`config.mk`:
```
export PLATFORM = sky130hd
export DESIGN_NAME = mouse_report_link_with_ack_retry_core_flat
export DESIGN_NICKNAME = d
export VERILOG_FILES = /design/src/hw/rtl/mrl_pkg.sv /design/src/hw/rtl/mrl_item_if.sv /design/src/hw/rtl/mrl_result_if.sv /design/src/hw/rtl/mouse_report_link_with_ack_retry_core.sv /design/src/hw/rtl/mrl_front.sv /design/src/hw/rtl/mrl_cmd_fifo.sv /design/src/hw/rtl/mrl_back.sv /design/src/flat_wrapper.sv
export SDC_FILE = /design/constraint.sdc
export NUM_CORES = 1
export LEC_CHECK = 0
export BUFFER_PORTS_ARGS = -buffer_cell sky130_fd_sc_hd__buf_2
export CAP_MARGIN = 20
export CORE_MARGIN = 4
export CORE_UTILIZATION = 45
export DETAILED_ROUTE_END_ITERATION = 8
export HOLD_SLACK_MARGIN = 0.08
export PLACE_DENSITY = 0.6
export SETUP_SLACK_MARGIN = 0.4
export SLEW_MARGIN = 10
export SYNTH_ARGS = -nofsm -noshare
export SYNTH_HDL_FRONTEND = slang
export SYNTH_HIERARCHICAL = 1
export SYNTH_SLANG_ARGS = --single-unit
export TNS_END_PERCENT = 5
```
`constraint.sdc`:
```
create_clock -name clk -period 9.5 [get_ports clk]
set_clock_uncertainty 0.05 [all_clocks]
set_input_delay 1.425 -clock clk [delete_from_list [all_inputs] [get_ports clk]]
set_output_delay 1.425 -clock clk [all_outputs]
set_load 0.005 [all_outputs]
```
`src/hw/rtl/mrl_pkg.sv`:
```
// package for the pointer-report link transmitter
// holds item types, codes, the queued command type and the check byte function
// no dependencies
package mrl_pkg;

    localparam int FRAME_BYTES = 5;
    localparam int IDX_W       = $clog2(FRAME_BYTES);
    localparam int CMD_DEPTH   = 2;
    localparam int PTR_W       = $clog2(CMD_DEPTH);
    localparam int CNT_W       = $clog2(CMD_DEPTH + 1);

    localparam logic [7:0] LINK_REQ = 8'h66;
    localparam logic [7:0] LINK_RSP = 8'h77;
    localparam logic [7:0] ACK_BYTE = 8'h88;

    typedef enum logic [1:0] {
        ACT_SEND = 2'd0,
        ACT_BYTE = 2'd1,
        ACT_TICK = 2'd2
    } action_t;

    typedef enum logic {
        KIND_BYTE   = 1'b0,
        KIND_REPORT = 1'b1
    } kind_t;

    typedef enum logic [1:0] {
        ST_ACK     = 2'd0,
        ST_TIMEOUT = 2'd1,
        ST_REJECT  = 2'd2
    } status_t;

    typedef enum logic [2:0] {
        PH_UNLINKED = 3'b001,
        PH_IDLE     = 3'b010,
        PH_WAIT     = 3'b100
    } phase_t;

    typedef enum logic {
        CMD_SINGLE = 1'b0,
        CMD_FRAME  = 1'b1
    } cmd_op_t;

    typedef struct packed {
        logic [1:0]  action;
        logic        left_button;
        logic        right_button;
        logic        middle_button;
        logic [7:0]  move_x;
        logic [7:0]  move_y;
        logic [7:0]  wheel_move;
        logic [15:0] wait_limit;
        logic [7:0]  rx_data;
    } item_t;

    typedef struct packed {
        logic        kind;
        logic [7:0]  tx_data;
        logic        last;
        logic [1:0]  status;
        logic [15:0] remaining;
    } result_t;

    typedef logic [FRAME_BYTES-1:0][7:0] frame_t;

    typedef struct packed {
        cmd_op_t     op;
        logic        kind;
        logic [7:0]  tx_data;
        logic [1:0]  status;
        logic [15:0] remaining;
        frame_t      frame;
    } cmd_t;

    // parity bit and its inverse for each of the four data bytes
    function automatic logic [7:0] check_byte(input frame_t f);
        logic [7:0] c;
        logic       p;
        c = 8'h00;
        for (int i = 0; i < 4; i++)
        begin
            p = ^f[i];
            c[2*i]   = p;
            c[2*i+1] = ~p;
        end
        return c;
    endfunction

endpackage

```
`src/hw/rtl/mrl_item_if.sv`:
```
// input channel of the link transmitter: valid, ready and one request item
// depends on mrl_pkg
interface mrl_item_if;
    logic          valid;
    logic          ready;
    mrl_pkg::item_t item;

    modport source (output valid, output item, input ready);
    modport sink (input valid, input item, output ready);
endinterface

```
`src/hw/rtl/mrl_result_if.sv`:
```
// output channel of the link transmitter: valid, ready and one result item
// depends on mrl_pkg
interface mrl_result_if;
    logic            valid;
    logic            ready;
    mrl_pkg::result_t item;

    modport source (output valid, output item, input ready);
    modport sink (input valid, input item, output ready);
endinterface

```
`src/hw/rtl/mouse_report_link_with_ack_retry_core.sv`:
```
// top level of the pointer-report link transmitter with acknowledge and retry
// depends on mrl_pkg, mrl_item_if, mrl_result_if, mrl_front, mrl_cmd_fifo, mrl_back
//
//  channel     | role   | payload                          | handshake
//  ------------+--------+----------------------------------+-------------
//  item_ch     | sink   | action, buttons, moves, limit, rx | valid/ready
//  result_ch   | source | kind, tx_data, last, status, rem  | valid/ready
//
// an item is taken every cycle while the two-entry command queue has room
// items that give no result only update the front end, but still wait while the queue is full
// results leave through a registered output, one per cycle while result_ch.ready is high:
// a frame gives five results, every other command one; the back end's byte counter sets this
// reset clears phase (unlinked), countdown, queue and output valid
// a stalled output holds the queue, and a full queue holds item_ch.ready low
module mouse_report_link_with_ack_retry_core (
    input  logic         clk,
    input  logic         rst_n,
    mrl_item_if.sink     item_ch,
    mrl_result_if.source result_ch
);

    logic          push;
    logic          full;
    logic          pop;
    logic          empty;
    mrl_pkg::cmd_t push_cmd;
    mrl_pkg::cmd_t head;

    mrl_front u_front (
        .clk      (clk),
        .rst_n    (rst_n),
        .item_ch  (item_ch),
        .full     (full),
        .push     (push),
        .push_cmd (push_cmd)
    );

    mrl_cmd_fifo u_fifo (
        .clk      (clk),
        .rst_n    (rst_n),
        .push     (push),
        .push_cmd (push_cmd),
        .full     (full),
        .pop      (pop),
        .empty    (empty),
        .head     (head)
    );

    mrl_back u_back (
        .clk       (clk),
        .rst_n     (rst_n),
        .empty     (empty),
        .head      (head),
        .pop       (pop),
        .result_ch (result_ch)
    );

endmodule

```
`src/hw/rtl/mrl_front.sv`:
```
// front end: accepts items, keeps link phase, countdown and frame store
// turns each item into at most one queued command; depends on mrl_pkg
module mrl_front (
    input  logic             clk,
    input  logic             rst_n,
    mrl_item_if.sink         item_ch,
    input  logic             full,
    output logic             push,
    output mrl_pkg::cmd_t    push_cmd
);

    mrl_pkg::phase_t  phase_reg, phase_next;
    logic [15:0]      countdown_reg, countdown_next;
    mrl_pkg::frame_t  frame_reg, frame_next;
    logic             frame_we;
    logic             fire;
    logic [15:0]      dec;
    mrl_pkg::frame_t  built;
    mrl_pkg::item_t   it;

    assign it            = item_ch.item;
    assign item_ch.ready = !full;
    assign fire          = item_ch.valid && !full;
    assign dec           = countdown_reg - 16'd1;

    always_comb
    begin
        built    = '0;
        built[0] = {5'b00000, it.middle_button, it.right_button, it.left_button};
        built[1] = it.move_x;
        built[2] = it.move_y;
        built[3] = it.wheel_move;
        built[4] = mrl_pkg::check_byte(built);
    end

    always_comb
    begin
        phase_next         = phase_reg;
        countdown_next     = countdown_reg;
        frame_next         = built;
        frame_we           = 1'b0;
        push               = 1'b0;
        push_cmd.op        = mrl_pkg::CMD_SINGLE;
        push_cmd.kind      = mrl_pkg::KIND_REPORT;
        push_cmd.tx_data   = 8'h00;
        push_cmd.status    = mrl_pkg::ST_ACK;
        push_cmd.remaining = 16'd0;
        push_cmd.frame     = frame_reg;
        if (fire)
        begin
            if (it.action == mrl_pkg::ACT_SEND)
            begin
                push = 1'b1;
                if (phase_reg == mrl_pkg::PH_IDLE)
                begin
                    frame_we       = 1'b1;
                    countdown_next = it.wait_limit;
                    phase_next     = mrl_pkg::PH_WAIT;
                    push_cmd.op    = mrl_pkg::CMD_FRAME;
                    push_cmd.frame = built;
                end
                else
                begin
                    push_cmd.status = mrl_pkg::ST_REJECT;
                end
            end
            else if (it.action == mrl_pkg::ACT_BYTE || it.action == mrl_pkg::ACT_TICK)
            begin
                if (phase_reg == mrl_pkg::PH_UNLINKED)
                begin
                    if (it.action == mrl_pkg::ACT_BYTE && it.rx_data == mrl_pkg::LINK_REQ)
                    begin
                        push             = 1'b1;
                        push_cmd.kind    = mrl_pkg::KIND_BYTE;
                        push_cmd.tx_data = mrl_pkg::LINK_RSP;
                        phase_next       = mrl_pkg::PH_IDLE;
                    end
                end
                else if (phase_reg == mrl_pkg::PH_WAIT)
                begin
                    countdown_next = dec;
                    if (dec == 16'd0)
                    begin
                        push            = 1'b1;
                        push_cmd.status = mrl_pkg::ST_TIMEOUT;
                        phase_next      = mrl_pkg::PH_IDLE;
                    end
                    else if (it.action == mrl_pkg::ACT_BYTE)
                    begin
                        push = 1'b1;
                        if (it.rx_data == mrl_pkg::ACK_BYTE)
                        begin
                            push_cmd.remaining = dec;
                            phase_next         = mrl_pkg::PH_IDLE;
                        end
                        else
                        begin
                            push_cmd.op = mrl_pkg::CMD_FRAME;
                        end
                    end
                end
            end
        end
    end

    always_ff @(posedge clk or negedge rst_n)
    begin
        if (!rst_n)
        begin
            phase_reg     <= mrl_pkg::PH_UNLINKED;
            countdown_reg <= 16'd0;
        end
        else
        begin
            phase_reg     <= phase_next;
            countdown_reg <= countdown_next;
        end
    end

    always_ff @(posedge clk)
    begin
        if (frame_we)
        begin
            frame_reg <= frame_next;
        end
    end

    assert property (@(posedge clk) disable iff (!rst_n)
        (fire && it.action == mrl_pkg::ACT_SEND && phase_reg != mrl_pkg::PH_IDLE)
        |=> $stable(phase_reg) && $stable(countdown_reg))
        else $error("rejected send changed link state");

    assert property (@(posedge clk) disable iff (!rst_n)
        (phase_reg != mrl_pkg::PH_WAIT) |=> (phase_reg != mrl_pkg::PH_WAIT)
        || ($past(fire) && $past(it.action) == mrl_pkg::ACT_SEND))
        else $error("wait entered without a send");

endmodule

```
`src/hw/rtl/mrl_cmd_fifo.sv`:
```
// short command queue between front end and back end
// depends on mrl_pkg
module mrl_cmd_fifo (
    input  logic          clk,
    input  logic          rst_n,
    input  logic          push,
    input  mrl_pkg::cmd_t push_cmd,
    output logic          full,
    input  logic          pop,
    output logic          empty,
    output mrl_pkg::cmd_t head
);

    mrl_pkg::cmd_t                   mem_reg [mrl_pkg::CMD_DEPTH];
    logic [mrl_pkg::PTR_W-1:0]       wr_ptr_reg, rd_ptr_reg;
    logic [mrl_pkg::CNT_W-1:0]       count_reg, count_next;
    logic                            do_push, do_pop;

    assign full    = (count_reg == mrl_pkg::CNT_W'(mrl_pkg::CMD_DEPTH));
    assign empty   = (count_reg == '0);
    assign head    = mem_reg[rd_ptr_reg];
    assign do_push = push && !full;
    assign do_pop  = pop && !empty;

    always_comb
    begin
        count_next = count_reg;
        unique case ({do_push, do_pop})
            2'b10:   count_next = count_reg + 1'b1;
            2'b01:   count_next = count_reg - 1'b1;
            default: count_next = count_reg;
        endcase
    end

    always_ff @(posedge clk or negedge rst_n)
    begin
        if (!rst_n)
        begin
            wr_ptr_reg <= '0;
            rd_ptr_reg <= '0;
            count_reg  <= '0;
        end
        else
        begin
            count_reg <= count_next;
            if (do_push)
            begin
                wr_ptr_reg <= (wr_ptr_reg == mrl_pkg::PTR_W'(mrl_pkg::CMD_DEPTH - 1))
                              ? '0 : wr_ptr_reg + 1'b1;
            end
            if (do_pop)
            begin
                rd_ptr_reg <= (rd_ptr_reg == mrl_pkg::PTR_W'(mrl_pkg::CMD_DEPTH - 1))
                              ? '0 : rd_ptr_reg + 1'b1;
            end
        end
    end

    always_ff @(posedge clk)
    begin
        if (do_push)
        begin
            mem_reg[wr_ptr_reg] <= push_cmd;
        end
    end

    assert property (@(posedge clk) disable iff (!rst_n) push |-> !full)
        else $error("command pushed into full queue");

    assert property (@(posedge clk) disable iff (!rst_n) pop |-> !empty)
        else $error("command popped from empty queue");

endmodule

```
`src/hw/rtl/mrl_back.sv`:
```
// back end: plays queued commands out as result items, one per cycle unless result_ch.ready stalls the output
// frames go out byte by byte; depends on mrl_pkg
module mrl_back (
    input  logic             clk,
    input  logic             rst_n,
    input  logic             empty,
    input  mrl_pkg::cmd_t    head,
    output logic             pop,
    mrl_result_if.source     result_ch
);

    logic                        out_valid_reg;
    mrl_pkg::result_t            out_item_reg, out_item_next;
    logic [mrl_pkg::IDX_W-1:0]   idx_reg, idx_next;
    logic                        load;
    logic                        frame_end;

    assign load      = !empty && (!out_valid_reg || result_ch.ready);
    assign frame_end = (idx_reg == mrl_pkg::IDX_W'(mrl_pkg::FRAME_BYTES - 1));

    always_comb
    begin
        out_item_next.kind      = head.kind;
        out_item_next.tx_data   = head.tx_data;
        out_item_next.last      = 1'b1;
        out_item_next.status    = head.status;
        out_item_next.remaining = head.remaining;
        idx_next                = idx_reg;
        pop                     = 1'b0;
        unique case (head.op)
            mrl_pkg::CMD_SINGLE:
            begin
                pop = load;
            end
            mrl_pkg::CMD_FRAME:
            begin
                out_item_next.kind      = mrl_pkg::KIND_BYTE;
                out_item_next.tx_data   = head.frame[idx_reg];
                out_item_next.last      = frame_end;
                out_item_next.status    = mrl_pkg::ST_ACK;
                out_item_next.remaining = 16'd0;
                if (load)
                begin
                    pop      = frame_end;
                    idx_next = frame_end ? '0 : idx_reg + 1'b1;
                end
            end
            default:
            begin
                pop = load;
            end
        endcase
    end

    always_ff @(posedge clk or negedge rst_n)
    begin
        if (!rst_n)
        begin
            out_valid_reg <= 1'b0;
            idx_reg       <= '0;
        end
        else
        begin
            idx_reg <= idx_next;
            if (load)
            begin
                out_valid_reg <= 1'b1;
            end
            else if (result_ch.ready)
            begin
                out_valid_reg <= 1'b0;
            end
        end
    end

    always_ff @(posedge clk)
    begin
        if (load)
        begin
            out_item_reg <= out_item_next;
        end
    end

    assign result_ch.valid = out_valid_reg;
    assign result_ch.item  = out_item_reg;

    assert property (@(posedge clk) disable iff (!rst_n)
        (idx_reg != '0) |-> (!empty && head.op == mrl_pkg::CMD_FRAME))
        else $error("frame position set with no frame at queue head");

endmodule

```
`src/flat_wrapper.sv`:
```
// flat-port wrapper written by rule: the top's interface ports become plain ports
module mouse_report_link_with_ack_retry_core_flat 
  (clk, rst_n, item_ch_valid, item_ch_item, item_ch_ready, result_ch_valid, result_ch_item, result_ch_ready);
  mrl_item_if item_ch_i ();
  mrl_result_if result_ch_i ();
  input  logic clk;
  input  logic rst_n;
  input wire logic [$bits(item_ch_i.valid)-1:0] item_ch_valid;
  input wire logic [$bits(item_ch_i.item)-1:0] item_ch_item;
  output wire logic [$bits(item_ch_i.ready)-1:0] item_ch_ready;
  output wire logic [$bits(result_ch_i.valid)-1:0] result_ch_valid;
  output wire logic [$bits(result_ch_i.item)-1:0] result_ch_item;
  input wire logic [$bits(result_ch_i.ready)-1:0] result_ch_ready;
  assign item_ch_i.valid = item_ch_valid;
  assign item_ch_i.item = item_ch_item;
  assign item_ch_ready = item_ch_i.ready;
  assign result_ch_valid = result_ch_i.valid;
  assign result_ch_item = result_ch_i.item;
  assign result_ch_i.ready = result_ch_ready;
  mouse_report_link_with_ack_retry_core u_core (.clk(clk), .rst_n(rst_n), .item_ch(item_ch_i), .result_ch(result_ch_i));
endmodule
```
# After elaboration in Yosys (flattened, before gate mapping)

Memories as Yosys holds them, arrays and structs flattened.
Index checks and enable logic that the tools add are counted.

Bits in registers: 90
Memory bits (writable): 136
Bits of input ports: 57
Output and inout bits: 30
Word-level logic and storage cells: 131
Memories kept: 1

Memories:

| name                  | words | width | rd ports | clocked after memory_dff | write ports | RTL line           | text |
|---|---|---|---|---|---|---|---|
| u_core.u_fifo.mem_reg | 2     | 68    | 1        | 0                        | 1           | mrl_cmd_fifo.sv:14 | `mrl_pkg::cmd_t mem_reg [mrl_pkg::CMD_DEPTH];` |

Add/subtract/negate cells: 6
$lt $le $gt $ge: 1
Equality and inequality tests: 14
Mux-type cells: 60
Bitwise logic cells: 5
Reductions and logical operators: 27

Operators by type and width:

| operator                                           | number |
|---|---|
| 2-to-1 mux 16 bit                                  | 9 |
| 2-to-1 mux 40 bit                                  | 2 |
| 2-to-1 mux 68 bit                                  | 1 |
| 2-to-1 mux 17 bit                                  | 2 |
| parity 8 bit                                       | 4 |
| 2-to-1 mux 3 bit                                   | 10 |
| 2-to-1 mux 28 bit                                  | 1 |
| 2-to-1 mux 27 bit                                  | 1 |
| 2-to-1 mux 9 bit                                   | 3 |
| 2-to-1 mux 1 bit                                   | 25 |
| binary-select mux 8 bit (select 3 bit)             | 1 |
| logical NOT 16 bit                                 | 1 |
| subtractor 16 x 1 -> 16 bit, second input constant | 1 |
| == test 8 x 7 -> 1 bit, second input constant      | 1 |
| == test 8 bit, second input constant               | 1 |
| 2-to-1 mux 8 bit                                   | 1 |
| nonzero test 2 bit                                 | 4 |
| nonzero test 4 bit                                 | 2 |
| AND reduction 7 bit                                | 1 |
| == test 2 bit, second input constant               | 3 |
| == test 3 bit, second input constant               | 2 |
| logical AND 1 bit                                  | 5 |
| NOT 1 bit                                          | 5 |
| AND reduction 5 bit                                | 1 |
| other kinds (19)                                   | 26 |

# Longest topological paths before layout

Depth after elaboration: 11
Mapped depth: 12
Mapped depth without buffers: 12

# Modules after synthesis

The synthesis kept the hierarchy.

By module, submodules not included:

| module       | instances | cells an instance | area each (µm²) | seq. area each (µm²) |
|---|---|---|---|---|
| mrl_cmd_fifo | 1         | 230               | 5,143.7         | 4,184.0 |
| mrl_front    | 1         | 408               | 3,799.9         | 1,527.7 |
| mrl_back     | 1         | 112               | 1,552.7         | 940.9 |

# Least setup slack after synthesis

No wires, ideal clock.

Path kind: input-to-reg
From: input item_ch_item[52]
To: memory u_core/u_fifo/mem_reg[0][0] (netlist name) (enable)
Setup time: 0.494 ns
Arrival: 5.594 ns
Data required time: 8.956 ns
Path slack: 3.361 ns
Cell stages on the path: 9
Buffers on the path: 3
Path through: inv_1 ha_1 clkbuf_1 clkbuf_1 clkbuf_1 o21ai_0 o2bb2ai_1 nand2_1 nor2_1

Word-level cells in the longest chain between the ends: 11
Elaborated cells on any way between the ends: 16
Classes of those cells: eq/ne (2); mux (10); reduce/logical (4)

RTL lines:

| what                                     | RTL line                                          | text |
|---|---|---|
| start: declaration                       | flat_wrapper.sv:9                                 | `input wire logic [$bits(item_ch_i.item)-1:0] item_ch_item;` |
| == test 2 x 1 -> 1 bit                   | mrl_front.sv:67, mrl_front.sv:71, mrl_front.sv:88 |  |
| 2-to-1 mux 1 bit                         | mrl_front.sv:88                                   | `else if (it.action == mrl_pkg::ACT_BYTE)` |
| 2-to-1 mux 1 bit                         | mrl_front.sv:82                                   | `if (dec == 16'd0)` |
| 2-to-1 mux 1 bit                         | mrl_front.sv:79                                   | `else if (phase_reg == mrl_pkg::PH_WAIT)` |
| 2-to-1 mux 1 bit                         | mrl_front.sv:69                                   | `if (phase_reg == mrl_pkg::PH_UNLINKED)` |
| 2-to-1 mux 1 bit                         | mrl_front.sv:67                                   | `else if (it.action == mrl_pkg::ACT_BYTE \|\| it.action == mrl_pkg::ACT_TICK)` |
| 2-to-1 mux 1 bit *                       | mrl_front.sv:51                                   | `if (it.action == mrl_pkg::ACT_SEND)` |
| 2-to-1 mux 1 bit *                       | mrl_front.sv:49                                   | `if (fire)` |
| via u_core.push                          | mouse_report_link_with_ack_retry_core.sv:22       | `logic push;` |
| logical AND 1 bit *                      | mrl_cmd_fifo.sv:22                                | `assign do_push = push && !full;` |
| 2-to-1 mux 1 bit *                       | mrl_cmd_fifo.sv:61                                | `if (do_push)` |
| 2-to-1 mux 1 bit (not written as such) * | mrl_cmd_fifo.sv:63                                | `mem_reg[wr_ptr_reg] <= push_cmd;` |
| end: declaration                         | mrl_cmd_fifo.sv:14                                |  |

Mark *: on every way through the listed nets, which the timed path passes. The rest lies on a longest branch.

# Worst setup path after layout

From: register u_core.u_front.countdown_reg[1]
To: memory u_core/u_fifo/mem_reg[1][1] (netlist name) (enable)

Word-level cells in the longest chain between the ends: 11

RTL lines:

| what                                   | RTL line                                    | text |
|---|---|---|
| start: declaration                     | mrl_front.sv:13                             | `logic [15:0] countdown_reg, countdown_next;` |
| start signal: assignment               | mrl_front.sv:116                            | `countdown_reg <= countdown_next;` |
| subtractor 16 x 1 -> 16 bit            | mrl_front.sv:24                             | `assign dec = countdown_reg - 16'd1;` |
| logical NOT 16 bit                     | mrl_front.sv:82                             |  |
| 2-to-1 mux 1 bit                       | mrl_front.sv:82                             |  |
| 2-to-1 mux 1 bit                       | mrl_front.sv:79                             |  |
| 2-to-1 mux 1 bit                       | mrl_front.sv:69                             |  |
| 2-to-1 mux 1 bit                       | mrl_front.sv:67                             |  |
| 2-to-1 mux 1 bit                       | mrl_front.sv:51                             |  |
| 2-to-1 mux 1 bit                       | mrl_front.sv:49                             |  |
| via u_core.push                        | mouse_report_link_with_ack_retry_core.sv:22 |  |
| logical AND 1 bit                      | mrl_cmd_fifo.sv:22                          |  |
| 2-to-1 mux 1 bit                       | mrl_cmd_fifo.sv:61                          |  |
| 2-to-1 mux 1 bit (not written as such) | mrl_cmd_fifo.sv:63                          |  |

The timed path passes the listed nets, and every way through them passes these cells.

==> metrics.yaml <==
cts:
  htree_num_levels: 1
  cts-buffers-inserted: 24
  cts_hold_buffers: 0
  cts.root.buffer_cell: "clkbuf_16"
  max_buffers_root_to_sink: 3
  clk_transition_reported_paths_ps: 70
  tritoncts: "yes"
  cts.repair_timing.setup_buffer_count: 0
  cts.repair.resized: 0
  clock_sink_count: 226
  clk-insertion-delay-late_ps: 510
timing:
  max-slew-margin-rel_pct: 28.6
  fin_crit_sh_pct: 46.1
  worst-slew-pin-transition_ps: 1070
  rsz_0062_raised_after_global_routing: "false"
  slew_viols_final: 0
  tns_ps: 0
  timing.final.crit_period_ps: 4380
  finalHoldViolCount: 0
  setup_violations: 0
  clock.fmax_mhz: 228
detailed_routing:
  drc: 0
  vias_per_cell: 5.20
  wl_per_cell_um: 17.5
  detailedRoute.firstPassIterationCount: 5
  drt-initial-drc-count: 371
  drtAntennaViolNets: 0
  via_count: 6016
  wl_mm: 20.2
setup_path:
  cp_endpoint_kind: "flip-flop"
  path_cells: "inv_1 > ha_1 > or3b_4 > o32a_1 > o32ai_4 > nor4b_4 > o2bb2ai_1 > and3_2 > buf_4"
  slowest_cell_delay_on_critical_path_ps: 610
  timing_worst_setup_path_type: "flip-flop to flip-flop"
  critical_path_required_ps: 9580
  worst_path_dominant_cell_family: "simple AND/OR/NAND/NOR gates"
  cp_num_buf_inv: 2
  critical_path_peak_fanout: 48
  startpoint_type: "flip-flop"
  crit_path_top_delay_cell: "buf_4"
  cp.arrival_ps: 4460
layout:
  area_growth_syn_to_layout_pct: 13.7
  layout.cells.non_filler: 1156
  final_nets: 890
  mostFrequentLayoutCell: "edfxtp_1"
  most-common-layout-cells: "edfxtp_1 (199), nand2_1 (109), buf_2 (86)"
  final_layout_size_suffix_gt1_share_pct: 28.6
  insertedDiodeCount: 0
  design_area_um2: 11900
  largest_register_ffs: 136
  post-route-util_pct: 52.4
placed_design:
  number_of_cells_after_detailed_placement: 1111
  numPortBuffers: 86
  gp_routability_congestion: 0.868
  placed_cell_area_um2: 11100
  dpl.hpwl_mm: 13.3
global_routing:
  grt_remaining_overflow: 0
  grt_antenna_before_repair: 0
  grt_pass1_vias: 5915
  grt_util_all_layers_pct: 15.1
  grt_first_pass_wirelength_mm: 31.8
  pin_count_of_the_biggest_net_entering_global_routing: 69
floorplan:
  start_util_pct: 46.1
  core_um2: 22800
  num_io_pins: 87
  die_x_um: 161
  die_area_um2: 25800
  dieHeight_um: 161
  floorplan.rows: 55
pwr:
  cellPowerDensity_nw_per_um2: 237
  power.static_leakage_nw: 4.28
  vdd_drop_max_mv: 0.122
  power_mw: 2.83
yosys:
  synth_cell_types: 73
  syn-cell-area_um2: 10500
  postSynth.topFlopCell: "edfxtp_1"
  synth.largest_area_cell: "edfxtp_1"
  postSynth.asyncResetShare_pct: 11.9
  yosys-top-cells-area: "edfxtp_1 (57%), mux2_2 (6.3%), dfrtp_1 (6.2%)"
  sequential_to_total_area_share_from_yosys_stat_pct: 63.4
  syn_area_per_cell_um2: 14.0
  syn-instance-count: 750
  synth_edf_count: 199
  yosys_warnings: 6
  yosysTopAreaCellShare_pct: 56.9
  synth.ff_latch_count: 226
worst_hold_path:
  min_path_type: "flip-flop to flip-flop"
run_status:
  outcome: "complete, no violations"
run:
  drv_cap: 0
## cells in the mapped netlist, types with 4 or more instances
cell and count:
inv_1 12, nor2_1 22, buf_2 15, nor3b_1 4, nor2b_1 26, mux2_4 10, buf_4 14, a311oi_2 10
nand2_1 109, dfrtp_1 26, a22oi_1 7, clkbuf_1 12, xnor2_1 32, o21ai_0 13, and2_1 4, nand3_1 4
xor2_1 8, edfxtp_1 199, or4_1 4, o22ai_1 8, a221o_1 12, ha_1 8, buf_6 8, o21a_1 5
nand2b_1 6, mux2i_1 18, mux2_2 59, a21oi_1 14, nor3_1 9
## metrics by stage
step | hold slack [ps] | worst slack (ps)
finish | 444 | 5120
global route | 461 | 4850
CTS | 445 | 5100
detailed placement | 437 | 5120
global placement | 431 | 5210
floorplan | 411 | 3360
## path summary, 6_finish.rpt
| check | start | slack, ps | end | depth (start not counted) |
|---|---|---|---|---|
| setup reg to reg | u_core/u_front/countdown_reg[1]$_DFFE_PN0P_ | 5120 | u_core/u_fifo/mem_reg[1][1]$_DFFE_PP_ | 9 |
| hold reg to reg | u_core/u_front/phase_reg[0]$_DFFE_PN1P_ | 440 | u_core/u_front/phase_reg[0]$_DFFE_PN1P_ | 1 |
| max in group asynchronous | rst_n | 7990 | u_core/u_fifo/rd_ptr_reg$_DFFE_PN0P_ | 1 |
| setup / recovery | u_core/u_front/countdown_reg[1]$_DFFE_PN0P_ | 5120 | u_core/u_fifo/mem_reg[1][1]$_DFFE_PP_ | 9 |
| min in group asynchronous | rst_n | 910 | u_core/u_front/countdown_reg[9]$_DFFE_PN0P_ | 1 |
| hold / removal | u_core/u_front/phase_reg[0]$_DFFE_PN1P_ | 440 | u_core/u_front/phase_reg[0]$_DFFE_PN1P_ | 1 |
## cell type report
type	count	area [um^2]
sequential	226	6650
tap	313	392
clock buffer	29	649
fill	1917	10800
timing repair buffer	96	526
multi-input combinational	461	3480
inverter	16	60.1
clock inverter	15	168
## logic make-up after synthesis
group / after synthesis / synth area share, %
flip-flops: 226 / 63.4
AND/OR/NAND/NOR: 220 / 11.1
AO/OA/AOI/OAI: 97 / 7.58
multiplexers: 87 / 9.48
buffers and inverters: 69 / 3.83
XOR/XNOR: 42 / 3.65
adder cells (fa/ha/maj): 8 / 0.954
other: 1 / 0.0357
## routing by layer
metal  track usage [%]  share of wire, %  vias up
li1                  -                 -     2924
met3              2.49               5.4       29
met2              22.9                44      171
met4              3.45               1.7        0
met5                 0                 0        -
met1              23.0                49     2892
## report_power, final
group / switching, mW / internal (mW) / total (mW)
Combinational: 0.324 / 0.309 / 0.632
Clock: 0.373 / 0.571 / 0.944
Sequential: 0.0410 / 1.21 / 1.25
Note: power is estimated with default switching activity, not from simulation.
